`config.mk`:
```
export PLATFORM = sky130hd
export DESIGN_NAME = ordered_list_engine_unit
export DESIGN_NICKNAME = d
export VERILOG_FILES = /design/src/ole_pkg.sv /design/src/ole_dpath.sv /design/src/ole_ctrl.sv /design/src/ordered_list_engine_unit.sv
export SDC_FILE = /design/constraint.sdc
export NUM_CORES = 1
export LEC_CHECK = 0
export BUFFER_PORTS_ARGS = -buffer_cell sky130_fd_sc_hd__buf_2
export CORE_ASPECT_RATIO = 0.9
export CORE_UTILIZATION = 40
export CTS_BUF_LIST = sky130_fd_sc_hd__clkbuf_8
export DETAILED_ROUTE_END_ITERATION = 8
export PLACE_DENSITY = 0.54
export SLEW_MARGIN = 10
export SYNTH_ARGS = -nofsm -noshare
export SYNTH_HDL_FRONTEND = slang
export SYNTH_SLANG_ARGS = --single-unit
```
`constraint.sdc`:
```
create_clock -name clk -period 6.3 [get_ports clk]
set_input_delay 0.945 -clock clk [delete_from_list [all_inputs] [get_ports clk]]
set_output_delay 0.945 -clock clk [all_outputs]
set_load 0.01 [all_outputs]
```
`src/ole_pkg.sv`:
```
// Shared types and constants for the ordered list engine.
package ole_pkg;

    localparam int CAPACITY = 32;
    localparam int COUNT_W  = $clog2(CAPACITY + 1);
    localparam int IDX_W    = $clog2(CAPACITY);

    localparam logic [2:0] OP_INS_FRONT = 3'd0;
    localparam logic [2:0] OP_INS_BACK  = 3'd1;
    localparam logic [2:0] OP_DEL_FRONT = 3'd2;
    localparam logic [2:0] OP_DEL_BACK  = 3'd3;
    localparam logic [2:0] OP_DEL_VALUE = 3'd4;
    localparam logic [2:0] OP_LIST      = 3'd5;

    localparam logic [1:0] ST_OK        = 2'd0;
    localparam logic [1:0] ST_EMPTY     = 2'd1;
    localparam logic [1:0] ST_NOT_FOUND = 2'd2;
    localparam logic [1:0] ST_FULL      = 2'd3;

    typedef struct packed {
        logic [2:0]         operation;
        logic signed [31:0] value;
    } req_t;

    typedef struct packed {
        logic [1:0]         status;
        logic signed [31:0] element;
        logic [COUNT_W-1:0] count;
        logic               last;
    } rsp_t;

    // memory write source while walking
    typedef enum logic [1:0] {
        WR_NONE  = 2'd0,
        WR_UP    = 2'd1,
        WR_DOWN  = 2'd2
    } wr_mode_t;

    typedef struct packed {
        logic       load;
        logic       walk_start;
        logic       walk_from_top;
        logic       walk_en;
        wr_mode_t   wr_mode;
        logic       wr_front;
        logic       wr_back;
        logic       cnt_inc;
        logic       cnt_dec;
        logic       emit_list;
        logic       emit_done;
        logic [1:0] status;
    } cmd_t;

    typedef struct packed {
        logic empty;
        logic full;
        logic act;
        logic pend;
        logic match;
    } sts_t;

endpackage

```
`src/ole_dpath.sv`:
```
// Datapath: element memory, walk pointers, count and result register.
module ole_dpath (
    input  logic          clk,
    input  logic          rst_n,
    input  ole_pkg::cmd_t cmd,
    input  ole_pkg::req_t request,
    output ole_pkg::sts_t sts,
    output logic          done,
    output ole_pkg::rsp_t result
);

    logic signed [31:0] mem [ole_pkg::CAPACITY];

    logic [ole_pkg::COUNT_W-1:0] count_reg, count_next;
    logic [ole_pkg::IDX_W-1:0]   ridx_reg, ridx_next;
    logic [ole_pkg::IDX_W-1:0]   pidx_reg, pidx_next;
    logic                        act_reg, act_next;
    logic                        pend_reg, pend_next;
    logic                        dir_reg, dir_next;
    logic signed [31:0]          value_reg, value_next;
    logic signed [31:0]          rd_data_reg;
    logic                        res_valid_reg, res_valid_next;
    ole_pkg::rsp_t               res_reg, res_next;

    logic [ole_pkg::COUNT_W-1:0] cnt_m1;
    logic [ole_pkg::IDX_W-1:0]   top_idx;
    logic [ole_pkg::IDX_W-1:0]   end_idx;
    logic                        walking;
    logic                        wr_en;
    logic [ole_pkg::IDX_W-1:0]   wr_addr;
    logic signed [31:0]          wr_data;

    always_comb
    begin
        cnt_m1  = count_reg - ole_pkg::COUNT_W'(1);
        top_idx = cnt_m1[ole_pkg::IDX_W-1:0];
        end_idx = dir_reg ? '0 : top_idx;
        walking = cmd.walk_en && act_reg;

        value_next = cmd.load ? request.value : value_reg;

        if (cmd.walk_start)
        begin
            ridx_next = cmd.walk_from_top ? top_idx : '0;
            act_next  = 1'b1;
            dir_next  = cmd.walk_from_top;
        end
        else
        begin
            ridx_next = ridx_reg;
            act_next  = act_reg;
            dir_next  = dir_reg;
            if (walking)
            begin
                ridx_next = dir_reg ? ridx_reg - ole_pkg::IDX_W'(1)
                                    : ridx_reg + ole_pkg::IDX_W'(1);
                act_next  = (ridx_reg != end_idx);
            end
        end

        pend_next = walking;
        pidx_next = walking ? ridx_reg : pidx_reg;

        // one write port: shifts while walking, front/back insert at finish
        wr_en   = 1'b0;
        wr_addr = '0;
        wr_data = rd_data_reg;
        case (cmd.wr_mode)
            ole_pkg::WR_UP:
            begin
                wr_en   = pend_reg;
                wr_addr = pidx_reg + ole_pkg::IDX_W'(1);
            end
            ole_pkg::WR_DOWN:
            begin
                // the head entry of a removal is dropped, not moved
                wr_en   = pend_reg && (pidx_reg != '0);
                wr_addr = pidx_reg - ole_pkg::IDX_W'(1);
            end
            default:
            begin
                wr_en = 1'b0;
            end
        endcase
        if (cmd.wr_front)
        begin
            wr_en   = 1'b1;
            wr_addr = '0;
            wr_data = value_reg;
        end
        else if (cmd.wr_back)
        begin
            wr_en   = 1'b1;
            wr_addr = count_reg[ole_pkg::IDX_W-1:0];
            wr_data = value_reg;
        end

        count_next = count_reg;
        if (cmd.cnt_inc)
            count_next = count_reg + ole_pkg::COUNT_W'(1);
        else if (cmd.cnt_dec)
            count_next = cnt_m1;

        res_valid_next = cmd.emit_list || cmd.emit_done;
        res_next       = res_reg;
        if (cmd.emit_list)
        begin
            res_next.status  = ole_pkg::ST_OK;
            res_next.element = rd_data_reg;
            res_next.count   = count_reg;
            res_next.last    = !act_reg;
        end
        else if (cmd.emit_done)
        begin
            res_next.status  = cmd.status;
            res_next.element = '0;
            res_next.count   = count_next;
            res_next.last    = 1'b1;
        end

        sts.empty = (count_reg == '0);
        sts.full  = (count_reg >= ole_pkg::COUNT_W'(ole_pkg::CAPACITY));
        sts.act   = act_reg;
        sts.pend  = pend_reg;
        sts.match = pend_reg && (rd_data_reg == value_reg);
    end

    always_ff @(posedge clk or negedge rst_n)
    begin
        if (!rst_n)
        begin
            count_reg     <= '0;
            act_reg       <= 1'b0;
            pend_reg      <= 1'b0;
            res_valid_reg <= 1'b0;
        end
        else
        begin
            count_reg     <= count_next;
            act_reg       <= act_next;
            pend_reg      <= pend_next;
            res_valid_reg <= res_valid_next;
        end
    end

    always_ff @(posedge clk)
    begin
        ridx_reg  <= ridx_next;
        pidx_reg  <= pidx_next;
        dir_reg   <= dir_next;
        value_reg <= value_next;
        res_reg   <= res_next;
    end

    always_ff @(posedge clk)
    begin
        if (wr_en)
            mem[wr_addr] <= wr_data;
        if (walking)
            rd_data_reg <= mem[ridx_reg];
    end

    assign done   = res_valid_reg;
    assign result = res_reg;

endmodule

```
`src/ole_ctrl.sv`:
```
// Controller: operation sequencing state machine.
module ole_ctrl (
    input  logic          clk,
    input  logic          rst_n,
    input  logic          start,
    input  logic [2:0]    operation,
    input  ole_pkg::sts_t sts,
    output logic          busy,
    output ole_pkg::cmd_t cmd
);

    typedef enum logic [5:0] {
        S_IDLE   = 6'b000001,
        S_INS_UP = 6'b000010,
        S_SEARCH = 6'b000100,
        S_SHIFT  = 6'b001000,
        S_LIST   = 6'b010000,
        S_FINISH = 6'b100000
    } state_t;

    typedef enum logic [1:0] {
        A_NONE  = 2'd0,
        A_FRONT = 2'd1,
        A_BACK  = 2'd2,
        A_DEC   = 2'd3
    } action_t;

    state_t     state_reg, state_next;
    action_t    action_reg, action_next;
    logic [1:0] status_reg, status_next;

    always_comb
    begin
        state_next  = state_reg;
        action_next = action_reg;
        status_next = status_reg;
        cmd         = '0;
        cmd.wr_mode = ole_pkg::WR_NONE;
        cmd.status  = status_reg;

        case (state_reg)
            S_IDLE:
            begin
                if (start)
                begin
                    cmd.load    = 1'b1;
                    state_next  = S_FINISH;
                    action_next = A_NONE;
                    status_next = ole_pkg::ST_OK;
                    case (operation)
                        ole_pkg::OP_INS_FRONT:
                        begin
                            if (sts.full)
                                status_next = ole_pkg::ST_FULL;
                            else if (sts.empty)
                                action_next = A_FRONT;
                            else
                            begin
                                cmd.walk_start    = 1'b1;
                                cmd.walk_from_top = 1'b1;
                                state_next        = S_INS_UP;
                            end
                        end
                        ole_pkg::OP_INS_BACK:
                        begin
                            if (sts.full)
                                status_next = ole_pkg::ST_FULL;
                            else
                                action_next = A_BACK;
                        end
                        ole_pkg::OP_DEL_FRONT:
                        begin
                            if (sts.empty)
                                status_next = ole_pkg::ST_EMPTY;
                            else
                            begin
                                cmd.walk_start = 1'b1;
                                state_next     = S_SHIFT;
                            end
                        end
                        ole_pkg::OP_DEL_BACK:
                        begin
                            if (sts.empty)
                                status_next = ole_pkg::ST_EMPTY;
                            else
                                action_next = A_DEC;
                        end
                        ole_pkg::OP_DEL_VALUE:
                        begin
                            if (sts.empty)
                                status_next = ole_pkg::ST_EMPTY;
                            else
                            begin
                                cmd.walk_start = 1'b1;
                                state_next     = S_SEARCH;
                            end
                        end
                        ole_pkg::OP_LIST:
                        begin
                            if (sts.empty)
                                status_next = ole_pkg::ST_EMPTY;
                            else
                            begin
                                cmd.walk_start = 1'b1;
                                state_next     = S_LIST;
                            end
                        end
                        default:
                        begin
                            status_next = ole_pkg::ST_OK;
                        end
                    endcase
                end
            end
            S_INS_UP:
            begin
                cmd.walk_en = 1'b1;
                cmd.wr_mode = ole_pkg::WR_UP;
                if (sts.pend && !sts.act)
                begin
                    action_next = A_FRONT;
                    state_next  = S_FINISH;
                end
            end
            S_SEARCH:
            begin
                cmd.walk_en = 1'b1;
                if (sts.match)
                    state_next = S_SHIFT;   // reads already in flight feed the shift
                else if (sts.pend && !sts.act)
                begin
                    status_next = ole_pkg::ST_NOT_FOUND;
                    state_next  = S_FINISH;
                end
            end
            S_SHIFT:
            begin
                cmd.walk_en = 1'b1;
                cmd.wr_mode = ole_pkg::WR_DOWN;
                if (!sts.pend && !sts.act)
                begin
                    action_next = A_DEC;
                    state_next  = S_FINISH;
                end
            end
            S_LIST:
            begin
                cmd.walk_en   = 1'b1;
                cmd.emit_list = sts.pend;
                if (sts.pend && !sts.act)
                    state_next = S_IDLE;
            end
            S_FINISH:
            begin
                cmd.emit_done = 1'b1;
                case (action_reg)
                    A_FRONT:
                    begin
                        cmd.wr_front = 1'b1;
                        cmd.cnt_inc  = 1'b1;
                    end
                    A_BACK:
                    begin
                        cmd.wr_back = 1'b1;
                        cmd.cnt_inc = 1'b1;
                    end
                    A_DEC:
                    begin
                        cmd.cnt_dec = 1'b1;
                    end
                    default:
                    begin
                        cmd.cnt_inc = 1'b0;
                    end
                endcase
                state_next = S_IDLE;
            end
            default:
            begin
                state_next = S_IDLE;
            end
        endcase
    end

    always_ff @(posedge clk or negedge rst_n)
    begin
        if (!rst_n)
        begin
            state_reg  <= S_IDLE;
            action_reg <= A_NONE;
            status_reg <= ole_pkg::ST_OK;
        end
        else
        begin
            state_reg  <= state_next;
            action_reg <= action_next;
            status_reg <= status_next;
        end
    end

    assign busy = (state_reg != S_IDLE);

endmodule

```
`src/ordered_list_engine_unit.sv`:
```
// Top level of the ordered list engine: controller plus datapath.
//
// Bounded ordered list of signed 32-bit values (up to ole_pkg::CAPACITY).
// Request channel: a request (operation, value) is taken at a rising edge
// where start is high and busy is low; busy stays high until the last
// result of that request has been registered.
// Result channel: each result is on the result port for one cycle with
// done high. List gives one result per element, front first, with last set
// on the final one (an empty list gives one result with status empty);
// every other request gives one result.
// Insert back, delete back and the full, empty and unknown cases go straight
// to the finish state; insert front, delete front, delete value and list
// first walk the stored elements, and list results follow one per cycle.
// A walk moves one entry per cycle through a registered read port and a
// separate write port, so the longest request is delete front or delete
// value on a full list.
// A new request can be taken in the cycle the last result is shown; the
// receiver cannot stall. Reset clears the count and control state only;
// the memory is not cleared and only entries below the count are read.
module ordered_list_engine_unit (
    input  logic          clk,
    input  logic          rst_n,
    input  logic          start,
    output logic          busy,
    input  ole_pkg::req_t request,
    output logic          done,
    output ole_pkg::rsp_t result
);

    ole_pkg::cmd_t cmd;
    ole_pkg::sts_t sts;

    ole_ctrl u_ctrl (
        .clk       (clk),
        .rst_n     (rst_n),
        .start     (start),
        .operation (request.operation),
        .sts       (sts),
        .busy      (busy),
        .cmd       (cmd)
    );

    ole_dpath u_dpath (
        .clk     (clk),
        .rst_n   (rst_n),
        .cmd     (cmd),
        .request (request),
        .sts     (sts),
        .done    (done),
        .result  (result)
    );

endmodule

```
Word level (Yosys, flattened, before mapping)
Memory sizes are Yosys's and may differ from the RTL's. A register that Yosys moved wholly into a read port is not among the register bits.
Index checks and enable logic that the tools add are counted.
Widths: inputs -> output; s select.

word-level totals
  bits in registers = 103
  RAM bits = 1024
  input port bits = 38
  memories kept = 1

memories
  name         words  width  read ports  clocked after memory_dff  wr ports  line             text
  u_dpath.mem  32     32     1           1                         1         ole_dpath.sv:12  logic signed [31:0] mem [ole_pkg::CAPACITY];

cells by class
  $add $sub $neg = 6
  $lt $le $gt $ge = 1
  eq/ne operators = 25
  muxes and demuxes = 63
  reductions and logical operators = 23

operators by type and width
  cell                 count
  $mux 39              2
  $mux 6               12
  $mux 32              2
  $mux 5               7
  $eq 32x32->1         1
  $pmux 6 s5           1
  $pmux 6 s4           1
  $mux 2               11
  $mux 1               16
  $pmux 2 s2           3
  $pmux 2 s3           2
  $add 5x1->5 const B  2
  $pmux 5 s2           1
  $sub 5x1->5 const B  2
  $ne 2x1->1 const B   4
  $reduce_and 4->1     2
  $reduce_or 4->1      2
  $add 6x1->6 const B  1
  $eq 2x2->1 const B   3
  $eq 3x2->1 const B   2
  $eq 3x3->1 const B   2
  $eq 6x1->1 const B   1
  $eq 6x2->1 const B   1
  $eq 6x3->1 const B   1
  other kinds (24)     36

Depth between registers and ports, before layout
  depth in word-level cells = 8
  gate-level depth with buffers = 14
  gate-level depth less buffers = 11

By module
Synthesis repeated with hierarchy kept, for this count alone.

second synthesis, totals
  cells, all modules = 2082
  area total of the unflattened synthesis = 45547.4 µm²

by module, submodules not included
  module     instances  cells each  area an instance (µm²)  sequential area each (µm²)
  ole_dpath  1          1975        44639.1                 34438.0
  ole_ctrl   1          107         908.4                   251.5

Least setup slack after synthesis
Ideal clock, no wire load.

  path type = flip-flop to flip-flop
  start point = reg u_ctrl.state_reg[2]
  end point = mem u_dpath.mem[12][0] (enable)
  arrival = 6.224 ns
  data required time = 5.798 ns
  path slack = -0.426 ns
  cell stages (with the launch flop) = 14
  path buffers = 3
  period minus slack after synthesis = 6.726 ns
  cell sequence = dfrtp_1 clkbuf_1 or4_1 nand2b_1 ha_1 buf_2 xor2_1 ha_1 o21a_1 o221ai_1 mux2i_1 o32a_1 clkbuf_1 nor4_1

on the way
  longest elaborated chain between the ends = 8
  elaborated cells on any way between the ends = 15
  classes of those cells = eq/ne: 5; mux: 10

RTL lines
  what                                      line              text
  from (decl)                               ole_ctrl.sv:28    state_t state_reg, state_next;
  from (signal assigned)                    ole_ctrl.sv:195   state_reg <= state_next;
  $eq 6x4->1 or $eq 6x2->1 (tied branches)  ole_ctrl.sv:41    case (state_reg)
  $pmux 2 s2                                ole_ctrl.sv:41
  $eq 2x2->1 or $eq 2x1->1 (tied branches)  ole_dpath.sv:68   case (cmd.wr_mode)
  $pmux 1 s2                                ole_dpath.sv:68
  $mux 1                                    ole_dpath.sv:91   else if (cmd.wr_back)
  $mux 1                                    ole_dpath.sv:85   if (cmd.wr_front)
  $mux 1                                    ole_dpath.sv:157  if (wr_en)
  $mux 1 (not written as such)              ole_dpath.sv:158  mem[wr_addr] <= wr_data;
  to (decl)                                 ole_dpath.sv:12

Parallel ways exist; a longest one is shown, timed or not.

Final worst setup path
  start point = reg u_ctrl.state_reg[2]
  end point = mem u_dpath.mem[29][20] (enable)

Same word-level chain as after synthesis.

==> summary.txt <==
Slew Limit Fails: 0
Final min period: 5050 ps
period utilisation layout: 0.802
Setup Crit Path Kind: flop to flop
Worst Setup End Kind: flop
Final Setup Violations: 0
Mapped Avg Cell Area: 22.7 um2
CTS Buf Count: 181
layout cells sized above 1: 0.332
CTS Sinks: 1,159
Die Wd: 358 um
H-tree levels: 4
hold buffer count at cts: 0
core area: 113,000 um2
dpl cells: 3,522
Mapped Area: 45,600 um2
main combinational cell family by area after synthesis: multiplexers
IO Count: 81
Most common cell on crit path: ha_1
final hold vios: 0
post-synthesis cell type count: 69
Largest delay share family, worst path: simple AND/OR/NAND/NOR gates
drt total wl: 116 mm
Hold Path Class: primary input to async pin
Post-CTS Setup Bufs: 0
Reg2Reg Launch Point: u_ctrl.state_reg[2]$_DFFE_PN0P_
Rows: 117
XOR/XNOR Fraction of Synth Area: 0.0113
CP Max Fanout: 25
max_cap viols: 0
max reg flops: 1,024
Cell Count, Final, Fillers Out: 3,837
Seq/Total Area, Yosys: 0.761
vias per inst: 5.65
mux contribution to synthesized area: 0.176
RSZ-0062 raised after global routing: false
Area growth syn-to-layout: 12.6%
Worst Setup Start Kind: flop
Static Leak: 16.4 nW
CTS tree: built
Layout Skew: 52.4 ps
via count: 21,700
CTS resizes: 0
PwrDens: 375 nW/um2
hpwl dp: 68.7 mm
Syn. warnings: 0
root buffer cell: clkbuf_8
Top FF cell, synth: edfxtp_1
adder and majority gate portion of the synthesized area: 0.00428
largest net degree at the start of global routing: 105
relative slew slack: 0.249
CP Buf/Inv Count: 1
total gr overflow: 0
drt initial violations: 2,282
height of the die: 322 um
slowest CP cell: nor4_2
Syn Inst Count: 2,003
vias in the first global route: 22,200
maximum VDD drop: 0.213 mV
Net Count, Synth: 2,056
number of synthesized flops with an enable pin: 1,138
filler instances: 9,476
CP startpoint: u_ctrl.state_reg[2]$_DFFE_PN0P_
Max Clock Freq: 198 MHz
worst-skew pair later-pin latency: 850 ps
drt wl/cell: 30.2 um
crit-path max cell delay: 1000 ps
final net count: 2,271
clock tree buffer depth: 3
starting density of the core: 0.403
CP Data Arrival Time: 5500 ps
Clock transition at path regs: 60 ps
CP cell instances: or4_1 -> nand2b_1 -> ha_1 -> xor2_1 -> ha_1 -> a21oi_1 -> xnor2_1 -> nand2_1 -> o221a_2 -> nor4_2 -> buf_4
status: completed
post-synthesis simple-gate area fraction: 0.0230
Compound-Gate Fraction of Synth Area: 0.0115
die area: 115,000 um2
asr flop ratio synth: 0.0164
initial antenna violation count: 9
overall global routing resource usage: 0.204
global-route wire length before repair: 165 mm
antenna-violating nets left: 0
Worst Max-Slew Pin Slew: 1120 ps
count of state elements after synthesis: 1,159
WP data required: 6750 ps
hold_ws: 73.1 ps
drt pass-1 iters: 5
Placer Congestion: 0.857
buffers added on ports: 80
Residual DRC: 0
Largest Register: u_dpath.mem
[routing by layer]
| metal | share of wire | wire length, um | track usage |
|---|---|---|---|
| met5 | 0 | 0 | 0 |
| met2 | 0.48 | 55300 | 0.318 |
| met1 | 0.45 | 51700 | 0.299 |
| met4 | 0.017 | 1940 | 0.0492 |
| met3 | 0.059 | 6810 | 0.0369 |
[cells in the final DEF, fill, tap and decap left out, drive strengths merged, types with 8 or more instances in the layout]
master  count
xnor2      11
nand3      15
xor2       45
dfrtp      18
nor4       43
nor3        8
clkinv     51
o21ai       8
edfxtp   1138
clkbuf    183
and3       34
buf       140
ha         14
mux4      320
mux2       66
nor2       19
nand2      18
inv        92
a21oi      17
[kinds of logic after synthesis]
logic type      Yosys count
fa+ha+maj                15
flops                  1159
buf+inv                 131
simple gates            177
compound gates           74
mux                     390
xor+xnor                 57
[metrics by stage]
stage          cell area [um2]   util  power, mW  setup TNS [ps]  setup WS, ps
2_1_floorplan            45600      -       12.1         -262320          -426
3_3_place_gp             48100  0.426       13.8               0          1410
3_5_place_dp             48100  0.426       13.9               0          1290
4_1_cts                  51300  0.454       19.5               0          1240
5_1_grt                  51300  0.454       20.0               0           937
6_report                 51300  0.454       19.3               0          1250
[power by group]
group	leakage (nW)	total, mW	internal [mW]	switching (mW)
Sequential	10.5	9.18	8.98	0.203
Clock	1.83	5.66	2.78	2.88
Combinational	4.06	4.42	1.83	2.58
Total	16.4	19.3	13.6	5.67
[final cells by class]
cell class                      count  area (um2)  area share
Clock inverter                    129         639      0.0125
Inverter                           23        86.3     0.00168
Timing Repair Buffer              140         938      0.0183
Tap cell                         1487        1860      0.0363
Sequential cell                  1159       34700       0.676
Multi-Input combinational cell    713       10600       0.206
Clock buffer                      183        2520      0.0491
Antenna cell                        3        7.51    0.000146
[worst register-to-register path: cells and delay by family, from the launching register on]
family / cells / cell delay [ps]
fa+ha+maj: 2 / 600
xor+xnor: 2 / 390
buf+inv: 1 / 560
compound gates: 2 / 660
simple gates: 4 / 1950
flops: 1 / 500
[cells in the mapped netlist (7+ instances only)]
cell         n  area [um2]
nor2_1      19        71.3
ha_1        14         175
and3_1      34         213
buf_4       15         113
nand2_1     17        63.8
buf_2       14        70.1
o21ai_0      8        40.0
nand3_1     15        75.1
a31oi_1      7        43.8
a21oi_1     17        85.1
nor2b_1      7        43.8
dfrtp_1     18         450
inv_1       23        86.3
edfxtp_1  1138       34200
mux2_2      65         732
clkbuf_1    70         263
xnor2_1     11        96.3
xor2_1      45         394
nor4_1      42         263
mux4_2     316        7120
nor3_1       8        40.0
[path summary, 6_finish.rpt]
check                                                  endpoint  slack [ps]  cells past startpoint
worst min-delay path                 u_dpath.pend_reg$_DFF_PN0_          70                      1
min in group clk                u_dpath.value_reg[20]$_DFFE_PP_         270                      1
worst max-delay path              u_dpath.mem[29][20]$_DFFE_PP_        1250                     11
worst max register to register    u_dpath.mem[29][20]$_DFFE_PP_        1250                     11
worst min register to register  u_dpath.result[39]$_SDFFE_PP0N_         530                      2
max in group asynchronous       u_ctrl.state_reg[0]$_DFFE_PN1P_        5850                      1
No activity file was read; power rests on OpenSTA's default activity.
